**config.mk**
```make
export PLATFORM = sky130hd
export DESIGN_NAME = keyed_min_priority_queue
export DESIGN_NICKNAME = d
export VERILOG_FILES = /design/src/hw/rtl/kmpq_pkg.sv /design/src/hw/rtl/keyed_min_priority_queue.sv /design/src/hw/rtl/kmpq_scan.sv
export SDC_FILE = /design/constraint.sdc
export NUM_CORES = 2
export LEC_CHECK = 0
export BUFFER_PORTS_ARGS = -buffer_cell sky130_fd_sc_hd__buf_2
export CORE_MARGIN = 1
export CORE_UTILIZATION = 55
export CTS_CLUSTER_DIAMETER = 100
export DETAILED_ROUTE_END_ITERATION = 12
export GPL_ROUTABILITY_DRIVEN = 0
export GPL_TIMING_DRIVEN = 0
export PLACE_DENSITY = 0.75
export SETUP_SLACK_MARGIN = 0.2
export SYNTH_ARGS = -nofsm -noshare
export SYNTH_HDL_FRONTEND = slang
export SYNTH_SLANG_ARGS = --single-unit
```
**constraint.sdc**
```tcl
create_clock -name clk_i -period 10.05 [get_ports clk_i]
set_clock_uncertainty 0.15 [all_clocks]
set_input_delay 0.5025 -clock clk_i [delete_from_list [all_inputs] [get_ports clk_i]]
set_output_delay 0.5025 -clock clk_i [all_outputs]
set_load 0.05 [all_outputs]
```
**src/hw/rtl/kmpq_pkg.sv**
```systemverilog
// ----------------------------------------------------------------------------
// kmpq_pkg
// Shared constants and types for the keyed minimum-priority queue.
// ----------------------------------------------------------------------------
`default_nettype none

package kmpq_pkg;

  localparam int CAPACITY = 16;
  localparam int KEY_BITS = 32;

  // Stored key width: the key port is 32 bits wide.
  localparam int KEY_W   = (KEY_BITS < 32) ? KEY_BITS : 32;
  localparam int STAMP_W = 64;
  localparam int SLOT_W  = (CAPACITY > 1) ? $clog2(CAPACITY) : 1;
  localparam int CNT_W   = $clog2(CAPACITY + 1);

  typedef enum logic [2:0] {
    STATUS_ADDED     = 3'd0,
    STATUS_LOWERED   = 3'd1,
    STATUS_UNCHANGED = 3'd2,
    STATUS_POPPED    = 3'd3,
    STATUS_FULL      = 3'd4,
    STATUS_EMPTY     = 3'd5
  } status_e;

  typedef struct packed {
    logic [KEY_W-1:0]   key;
    logic [STAMP_W-1:0] stamp;
  } entry_t;

  // Sequencer to scan unit.
  typedef struct packed {
    logic             start;
    logic             find_min;  // 0: key search, 1: earliest-stamp search
    logic [CNT_W-1:0] limit;     // number of slots to visit
  } scan_ctrl_t;

  // Scan unit to sequencer; all fields but done hold after done until the next start.
  typedef struct packed {
    logic               done;
    logic               found;
    logic               lower;   // key search: new stamp is earlier than stored
    logic [SLOT_W-1:0]  slot;
    logic [KEY_W-1:0]   key;
    logic [STAMP_W-1:0] stamp;
  } scan_res_t;

endpackage

`default_nettype wire

```
**src/hw/rtl/keyed_min_priority_queue.sv**
```systemverilog
// ----------------------------------------------------------------------------
// keyed_min_priority_queue
// Min-priority queue of (key, stamp) entries, one entry per key, with
// add-or-lower and pop-earliest operations over a slot memory.
// ----------------------------------------------------------------------------
//  Channel  | Handshake                | Payload
//  ---------+--------------------------+---------------------------------------
//  in       | in_valid_i / in_ready_o  | opcode_i, key_i, stamp_i
//  out      | out_valid_o / out_ready_i| status_o, removed_key_o,
//           |                          | removed_stamp_o, head_valid_o,
//           |                          | head_key_o, head_stamp_o, occupancy_o
//
//  The result of an add or a pop is loaded onto out in the cycle that
//  in_ready_o rises. One scan through the memory's single read port finds
//  the key or the earliest entry, a pop then moves the last entry into the
//  freed slot (S_MOVE_RD reads it, S_MOVE_WR writes it), and a final scan
//  finds the new head.
//  Reset clears state, entry count and out_valid; slot memory is not cleared.
//  A new item is taken while the previous result still waits on out; the
//  block stalls only at the end of an item if that result is still held.
// ----------------------------------------------------------------------------
`default_nettype none

module keyed_min_priority_queue import kmpq_pkg::*; (
  input  wire logic         clk_i,
  input  wire logic         rst_ni,
  input  wire logic         in_valid_i,
  output logic              in_ready_o,
  input  wire logic         opcode_i,
  input  wire logic [31:0]  key_i,
  input  wire logic [63:0]  stamp_i,
  output logic              out_valid_o,
  input  wire logic         out_ready_i,
  output logic [2:0]        status_o,
  output logic [31:0]       removed_key_o,
  output logic [63:0]       removed_stamp_o,
  output logic              head_valid_o,
  output logic [31:0]       head_key_o,
  output logic [63:0]       head_stamp_o,
  output logic [4:0]        occupancy_o
);

  localparam logic [2:0] S_IDLE    = 3'd0;
  localparam logic [2:0] S_FIND    = 3'd1;
  localparam logic [2:0] S_PICK    = 3'd2;
  localparam logic [2:0] S_MOVE_RD = 3'd3;
  localparam logic [2:0] S_MOVE_WR = 3'd4;
  localparam logic [2:0] S_HEAD    = 3'd5;
  localparam logic [2:0] S_DONE    = 3'd6;

  localparam logic OP_ADD = 1'b0;

  logic [2:0]         state_q, state_d;
  logic [CNT_W-1:0]   count_q, count_d;
  logic [CNT_W-1:0]   count_m1;
  logic [KEY_W-1:0]   key_q;
  logic [STAMP_W-1:0] stamp_q;
  status_e            status_q, status_d;
  logic [KEY_W-1:0]   rem_key_q, rem_key_d;
  logic [STAMP_W-1:0] rem_stamp_q, rem_stamp_d;
  logic               in_xfer;

  logic               out_valid_q, out_valid_d;
  logic [2:0]         out_status_q;
  logic [31:0]        out_rem_key_q;
  logic [63:0]        out_rem_stamp_q;
  logic               out_head_valid_q;
  logic [31:0]        out_head_key_q;
  logic [63:0]        out_head_stamp_q;
  logic [4:0]         out_occ_q;
  logic               out_load;

  entry_t             mem_q [CAPACITY];
  entry_t             rd_q;
  logic               mem_we;
  logic [SLOT_W-1:0]  mem_waddr;
  entry_t             mem_wdata;
  logic [SLOT_W-1:0]  mem_raddr;
  logic [SLOT_W-1:0]  scan_raddr;

  scan_ctrl_t         scan_ctrl;
  scan_res_t          scan_res;

  kmpq_scan u_scan (
    .clk_i     (clk_i),
    .rst_ni    (rst_ni),
    .ctrl_i    (scan_ctrl),
    .key_i     (key_q),
    .stamp_i   (stamp_q),
    .rd_data_i (rd_q),
    .rd_addr_o (scan_raddr),
    .res_o     (scan_res)
  );

  assign in_ready_o = (state_q == S_IDLE);
  assign in_xfer    = in_valid_i && in_ready_o;
  assign count_m1   = count_q - CNT_W'(1);
  assign mem_raddr  = (state_q == S_MOVE_RD) ? count_m1[SLOT_W-1:0] : scan_raddr;

  always_comb begin
    state_d     = state_q;
    count_d     = count_q;
    status_d    = status_q;
    rem_key_d   = rem_key_q;
    rem_stamp_d = rem_stamp_q;
    mem_we      = 1'b0;
    mem_waddr   = scan_res.slot;
    mem_wdata   = '{key: key_q, stamp: stamp_q};
    scan_ctrl   = '{start: 1'b0, find_min: 1'b0, limit: count_q};
    out_load    = 1'b0;
    unique case (state_q)
      S_IDLE: begin
        if (in_xfer) begin
          rem_key_d   = '0;
          rem_stamp_d = '0;
          scan_ctrl.start = 1'b1;
          if (opcode_i == OP_ADD) begin
            state_d = S_FIND;
          end else if (count_q == '0) begin
            status_d = STATUS_EMPTY;
            scan_ctrl.find_min = 1'b1;
            state_d = S_HEAD;
          end else begin
            scan_ctrl.find_min = 1'b1;
            state_d = S_PICK;
          end
        end
      end
      S_FIND: begin
        if (scan_res.done) begin
          if (scan_res.found) begin
            if (scan_res.lower) begin
              mem_we   = 1'b1;
              status_d = STATUS_LOWERED;
            end else begin
              status_d = STATUS_UNCHANGED;
            end
          end else if (count_q == CNT_W'(CAPACITY)) begin
            status_d = STATUS_FULL;
          end else begin
            mem_we    = 1'b1;
            mem_waddr = count_q[SLOT_W-1:0];
            count_d   = count_q + CNT_W'(1);
            status_d  = STATUS_ADDED;
          end
          scan_ctrl = '{start: 1'b1, find_min: 1'b1, limit: count_d};
          state_d   = S_HEAD;
        end
      end
      S_PICK: begin
        if (scan_res.done) begin
          rem_key_d   = scan_res.key;
          rem_stamp_d = scan_res.stamp;
          state_d     = S_MOVE_RD;
        end
      end
      S_MOVE_RD: begin
        // Last occupied slot is read this cycle.
        state_d = S_MOVE_WR;
      end
      S_MOVE_WR: begin
        // Move the last entry into the freed slot.
        mem_we    = 1'b1;
        mem_wdata = rd_q;
        count_d   = count_m1;
        status_d  = STATUS_POPPED;
        scan_ctrl = '{start: 1'b1, find_min: 1'b1, limit: count_m1};
        state_d   = S_HEAD;
      end
      S_HEAD: begin
        if (scan_res.done) begin
          state_d = S_DONE;
        end
      end
      S_DONE: begin
        // Hold until the previous result has been taken.
        if (!out_valid_q || out_ready_i) begin
          out_load = 1'b1;
          state_d  = S_IDLE;
        end
      end
      default: begin
        state_d = S_IDLE;
      end
    endcase
  end

  assign out_valid_d = out_load ? 1'b1 : (out_valid_q && !out_ready_i);

  always_ff @(posedge clk_i or negedge rst_ni) begin
    if (!rst_ni) begin
      state_q     <= S_IDLE;
      count_q     <= '0;
      out_valid_q <= 1'b0;
    end else begin
      state_q     <= state_d;
      count_q     <= count_d;
      out_valid_q <= out_valid_d;
    end
  end

  always_ff @(posedge clk_i) begin
    if (in_xfer) begin
      key_q   <= key_i[KEY_W-1:0];
      stamp_q <= stamp_i;
    end
    status_q    <= status_d;
    rem_key_q   <= rem_key_d;
    rem_stamp_q <= rem_stamp_d;
    if (out_load) begin
      out_status_q     <= status_q;
      out_rem_key_q    <= 32'(rem_key_q);
      out_rem_stamp_q  <= rem_stamp_q;
      out_head_valid_q <= scan_res.found;
      out_head_key_q   <= scan_res.found ? 32'(scan_res.key) : 32'd0;
      out_head_stamp_q <= scan_res.found ? scan_res.stamp : 64'd0;
      out_occ_q        <= 5'(count_q);
    end
  end

  // Slot memory: one write port, one registered read port.
  always_ff @(posedge clk_i) begin
    if (mem_we) begin
      mem_q[mem_waddr] <= mem_wdata;
    end
    rd_q <= mem_q[mem_raddr];
  end

  assign out_valid_o     = out_valid_q;
  assign status_o        = out_status_q;
  assign removed_key_o   = out_rem_key_q;
  assign removed_stamp_o = out_rem_stamp_q;
  assign head_valid_o    = out_head_valid_q;
  assign head_key_o      = out_head_key_q;
  assign head_stamp_o    = out_head_stamp_q;
  assign occupancy_o     = out_occ_q;

endmodule

`default_nettype wire

```
**src/hw/rtl/kmpq_scan.sv**
```systemverilog
// ----------------------------------------------------------------------------
// kmpq_scan
// Pass over the occupied slots with one shared 64-bit stamp comparator: either
// find a key or find the earliest stamp (lowest slot wins ties).
// ----------------------------------------------------------------------------
`default_nettype none

module kmpq_scan import kmpq_pkg::*; (
  input  wire logic               clk_i,
  input  wire logic               rst_ni,
  input  wire scan_ctrl_t         ctrl_i,
  input  wire logic [KEY_W-1:0]   key_i,
  input  wire logic [STAMP_W-1:0] stamp_i,
  input  wire entry_t             rd_data_i,
  output logic [SLOT_W-1:0]       rd_addr_o,
  output scan_res_t               res_o
);

  logic               busy_q, busy_d;
  logic               min_q, min_d;
  logic [CNT_W-1:0]   issue_q, issue_d;
  logic [CNT_W-1:0]   limit_q, limit_d;
  logic               pv_q, pv_d;
  logic [SLOT_W-1:0]  pidx_q, pidx_d;
  logic               found_q, found_d;
  logic               lower_q, lower_d;
  logic [SLOT_W-1:0]  slot_q, slot_d;
  logic [KEY_W-1:0]   key_q, key_d;
  logic [STAMP_W-1:0] stamp_q, stamp_d;

  logic               done;
  logic [STAMP_W-1:0] cmp_a, cmp_b;
  logic               cmp_lt;

  // Shared comparator: key search asks new < stored, min search stored < best.
  assign cmp_a  = min_q ? rd_data_i.stamp : stamp_i;
  assign cmp_b  = min_q ? stamp_q : rd_data_i.stamp;
  assign cmp_lt = cmp_a < cmp_b;

  assign done      = busy_q && (issue_q >= limit_q) && !pv_q;
  assign rd_addr_o = issue_q[SLOT_W-1:0];

  always_comb begin
    busy_d  = busy_q;
    min_d   = min_q;
    issue_d = issue_q;
    limit_d = limit_q;
    pv_d    = pv_q;
    pidx_d  = pidx_q;
    found_d = found_q;
    lower_d = lower_q;
    slot_d  = slot_q;
    key_d   = key_q;
    stamp_d = stamp_q;
    if (ctrl_i.start) begin
      busy_d  = 1'b1;
      min_d   = ctrl_i.find_min;
      issue_d = '0;
      limit_d = ctrl_i.limit;
      pv_d    = 1'b0;
      found_d = 1'b0;
      lower_d = 1'b0;
    end else if (busy_q) begin
      if (issue_q < limit_q) begin
        issue_d = issue_q + CNT_W'(1);
        pv_d    = 1'b1;
        pidx_d  = issue_q[SLOT_W-1:0];
      end else begin
        pv_d = 1'b0;
      end
      if (pv_q) begin
        if (min_q) begin
          if (!found_q || cmp_lt) begin
            found_d = 1'b1;
            slot_d  = pidx_q;
            key_d   = rd_data_i.key;
            stamp_d = rd_data_i.stamp;
          end
        end else if (!found_q && (rd_data_i.key == key_i)) begin
          found_d = 1'b1;
          lower_d = cmp_lt;
          slot_d  = pidx_q;
        end
      end
      if (done) begin
        busy_d = 1'b0;
      end
    end
  end

  always_ff @(posedge clk_i or negedge rst_ni) begin
    if (!rst_ni) begin
      busy_q  <= 1'b0;
      min_q   <= 1'b0;
      issue_q <= '0;
      limit_q <= '0;
      pv_q    <= 1'b0;
      found_q <= 1'b0;
      lower_q <= 1'b0;
    end else begin
      busy_q  <= busy_d;
      min_q   <= min_d;
      issue_q <= issue_d;
      limit_q <= limit_d;
      pv_q    <= pv_d;
      found_q <= found_d;
      lower_q <= lower_d;
    end
  end

  always_ff @(posedge clk_i) begin
    pidx_q  <= pidx_d;
    slot_q  <= slot_d;
    key_q   <= key_d;
    stamp_q <= stamp_d;
  end

  always_comb begin
    res_o.done  = done;
    res_o.found = found_q;
    res_o.lower = lower_q;
    res_o.slot  = slot_q;
    res_o.key   = key_q;
    res_o.stamp = stamp_q;
  end

endmodule

`default_nettype wire
```
==> flow_summary.yaml <==
global_routing:
  grt_pass1_wl_um: 304000
  grt_max_degree: 61
  grt_pass1_vias: 43500
  antenna_found_initial: 18
  overflow: 0
  grt_util_all_layers: 0.283
clocking:
  insertion_delay_ns: 0.85
  cts_tree: "yes"
  root_buffer: "clkbuf_16"
  cts.sinks: 2156
  post-cts-setup-buffers: 0
  path_clk_slew_ns: 0.06
  postCtsResizedCells: 0
  postCtsHoldBufs: 100
  htreeDepth: 4
  cts_inserted_buffers: 206
  ctsLongestPathBuffers: 3
run_status:
  outcome: "completed"
synth:
  synth_nets: 4191
  seq_area_frac_synth: 0.770
  ys_types: 55
  synth_top_area_cell: "edfxtp_1"
  yosysWarnings: 0
  synth.top_cell.area_share: 0.739
  ys.flop_type: "edfxtp_1"
  synth_area_leaders: "edfxtp_1 (74%), mux4_2 (10%), mux2i_1 (4.3%), dfxtp_1 (2.3%), nand2_1 (1.5%)"
  syn_area_sq_um: 82700
  synth_edf_count: 2036
  syn-mean-instance-area_sq_um: 20.6
  ys_ff_latch: 2156
  async_flop_share: 0.0111
  syn_inst: 4019
die:
  core_area_sq_um: 149000
  die_h_um: 390
  die_width_um: 390
  io_pins: 304
  initial_utilization: 0.557
  die-area_sq_um: 152000
  num_rows: 141
cells_and_area:
  syn_to_final_growth_pct: 17.4
  drive_gt1_frac: 0.265
  stdcell_count: 6915
  nets: 4902
  fill_cells: 9500
critical_path:
  arrival_ns: 8.08
  crit_type: "reg2reg"
  start_kind: "flop"
  end_kind: "flop"
  cp.required_ns: 10.47
  crit_path_cell_trace: "clkbuf_1 -> clkbuf_1 -> buf_1 -> mux2_2 -> ha_1 -> nand4_1 -> or4_1 -> nor4b_1 -> o21ai_0 -> nand3_1 -> a21oi_4 -> buf_16 -> buf_16 -> buf_12"
  cpPeakStageDelay_ns: 1.03
  r2r-end: "u_scan.stamp_q[39]$_DFFE_PP_"
  slowest_stage: "clkbuf_1"
  reg2reg_slack_ns: 2.39
  r2r_cells: 14
  r2r-start: "u_scan.min_q$_DFFE_PN0P_"
  crit_fanout: 26
placement:
  dpl.cell_count: 6424
  dpl_worst_slack_ns: 2.74
  portBuffers: 303
  dp_hpwl_um: 133000
timing:
  layout_setup_ws_ns: 2.39
  maxSlewHeadroom: 0.0310
  fin_crit_sh: 0.762
  finalHoldViolCount: 0
  worst_slew_pin_slew_ns: 1.45
  slew_violations: 0
  rsz0062_at_grt: "false"
  final.min_clock_period_ns: 7.66
  fmax_mhz: 131
  setup_viol: 0
detailed_routing:
  dr_total_vias: 43000
  top_layer: "met5"
  wl_per_cell_um: 30.8
  via_per_inst: 6.22
  wl_met1_um: 79500
  dr.pass1.iters: 7
  met2WireLength_um: 100000
  ant_nets: 0
  drtIter0Drc: 5093
  drc: 0
  dr_wl_met3_um: 25100
  wl_um: 213000
power:
  vdd_drop_max_v: 0.000259
  p_per_area_nw_per_um2: 289
  combPwrFrac: 0.296
  share_seq_of_total_power: 0.422
  p_switching_mw: 8.83
  power.internal_mw: 19.2
  switching_share: 0.315
  clock_power_share: 0.283
  leakage_nw: 34.8
flow_run:
  drv_cap: 0
hold_path:
  hp-class: "in2async"
critical path: cells and delay by family, from the launching register on:
kind | cells | cell delay [ns]
fa+ha+maj | 1 | 0.32
simple gates | 4 | 2.20
compound gates | 2 | 0.90
flops | 1 | 0.33
buf+inv | 6 | 2.92
mux | 1 | 0.47
layer usage:
metal | track usage | up-vias
met5 | 0 | -
met3 | 0.0687 | 476
met2 | 0.440 | 2726
li1 | - | 17700
met4 | 0.110 | 10
met1 | 0.389 | 22100
worst max path at each step:
stage / depth (start not counted) / slack [ns] / start / endpoint
2_1_floorplan: 6 / 0.99 / u_scan.issue_q[2]$_DFFE_PN0P_ / rem_key_q[0]$_SDFFCE_PN0P_
3_3_place_gp: 5 / -6.48 / state_q[0]$_DFFE_PN0P_ / rem_stamp_q[15]$_SDFFCE_PN0P_
3_5_place_dp: 14 / 2.74 / u_scan.min_q$_DFFE_PN0P_ / u_scan.stamp_q[46]$_DFFE_PP_
4_1_cts: 14 / 2.56 / u_scan.min_q$_DFFE_PN0P_ / u_scan.stamp_q[39]$_DFFE_PP_
5_1_grt: 14 / 2.40 / u_scan.min_q$_DFFE_PN0P_ / u_scan.stamp_q[39]$_DFFE_PP_
6_report: 14 / 2.39 / u_scan.min_q$_DFFE_PN0P_ / u_scan.stamp_q[39]$_DFFE_PP_
flip-flops by register name, indices dropped and copies added (netlist names), 32 cells and up:
signal,count
head_key_o,32
head_stamp_o,64
key_q,32
mem_q,1536
rd_q,96
rem_key_q,32
rem_stamp_q,64
removed_key_o,32
removed_stamp_o,64
stamp_q,64
u_scan.key_q,32
u_scan.stamp_q,64
per-stage QoR:
| stage | power, mW | setup TNS, ns | cell area, sq um | utilization | hold slack, ns |
|---|---|---|---|---|---|
| 2_1_floorplan | 17.3 | 0 | 82700 | - | 0.0569 |
| 3_3_place_gp | 19.7 | -5024.99 | 86700 | 0.584 | 0.252 |
| 3_5_place_dp | 20.1 | 0 | 89100 | 0.600 | 0.255 |
| 4_1_cts | 28.1 | 0 | 97100 | 0.654 | 0.128 |
| 5_1_grt | 29.0 | 0 | 97100 | 0.654 | 0.183 |
| 6_report | 28.1 | 0 | 97100 | 0.654 | 0.192 |
cell families after synthesis:
kind of cell             after synthesis  synth area share
adder cells (fa/ha/maj)               71            0.0107
AND/OR/NAND/NOR                      647            0.0378
XOR/XNOR                              41           0.00434
multiplexers                         803             0.156
buffers and inverters                207            0.0139
flip-flops                          2156             0.770
AO/OA/AOI/OAI                         94           0.00717
Yosys cell counts (8+ instances only):
master,count
a21o_1,8
nor2_1,40
nor3_1,11
nand4_1,19
mux2i_1,352
dfxtp_1,96
a31oi_1,10
o21ai_0,16
mux4_2,384
edfxtp_1,2036
buf_1,12
dfrtp_1,24
ha_1,71
buf_2,49
xor2_1,35
clkbuf_1,88
and2_1,97
a21oi_1,34
nand2b_1,8
nand2_1,328
inv_1,15
nand3_1,17
mux2_2,67
buf_6,41
and3_1,99
power by group through the flow:
stage / logic [mW] / registers [mW] / clock network [mW]
4_1_cts: 8.31 / 11.8 / 7.99
3_5_place_dp: 8.16 / 12.0 / 0
5_1_grt: 8.83 / 11.9 / 8.32
3_3_place_gp: 7.67 / 12.1 / 0
6_report: 8.30 / 11.8 / 7.93
2_1_floorplan: 5.51 / 11.8 / 0
cell type report:
| class | count | area [sq um] | share of cell area |
|---|---|---|---|
| repair buffers | 503 | 4770 | 0.0491 |
| clock buffers | 284 | 5820 | 0.0600 |
| clock inverters | 106 | 1130 | 0.0117 |
| multi-input cells | 1656 | 18100 | 0.186 |
| plain buffers | 192 | 1100 | 0.0113 |
| flip-flops and latches | 2156 | 63700 | 0.656 |
| diodes | 1 | 2.50 | 0.0000258 |
| inverters | 15 | 61.3 | 0.000631 |
| well taps | 2002 | 2500 | 0.0258 |
cell usage in the layout (no fill, tap or decap), drive strengths merged, types with 2 or more instances in the layout:
cell	synthesis	routed
a21oi	35	35
xor2	35	35
nor2b	5	5
mux2	67	67
dfxtp	96	96
and3	99	99
inv	15	24
clkinv	0	65
and3b	2	2
clkinvlp	0	13
nor3b	4	4
clkbuf	89	373
nand2b	8	8
mux2i	352	352
nor2	41	41
ha	71	71
buf	103	506
a221oi	5	5
o221ai	2	2
dfrtp	24	24
nand4	19	19
dlygate4sd3	0	100
mux4	384	384
and4	4	4
a31oi	10	10
a21o	8	8
nor3	11	11
a211oi	4	4
bufinv	0	19
and2	97	97
edfxtp	2036	2036
o211ai	4	4
xnor2	6	6
nand3	17	17
nand2	329	329
nor4	7	7
o21ai	17	17
Power figures use the tool's default switching activity.
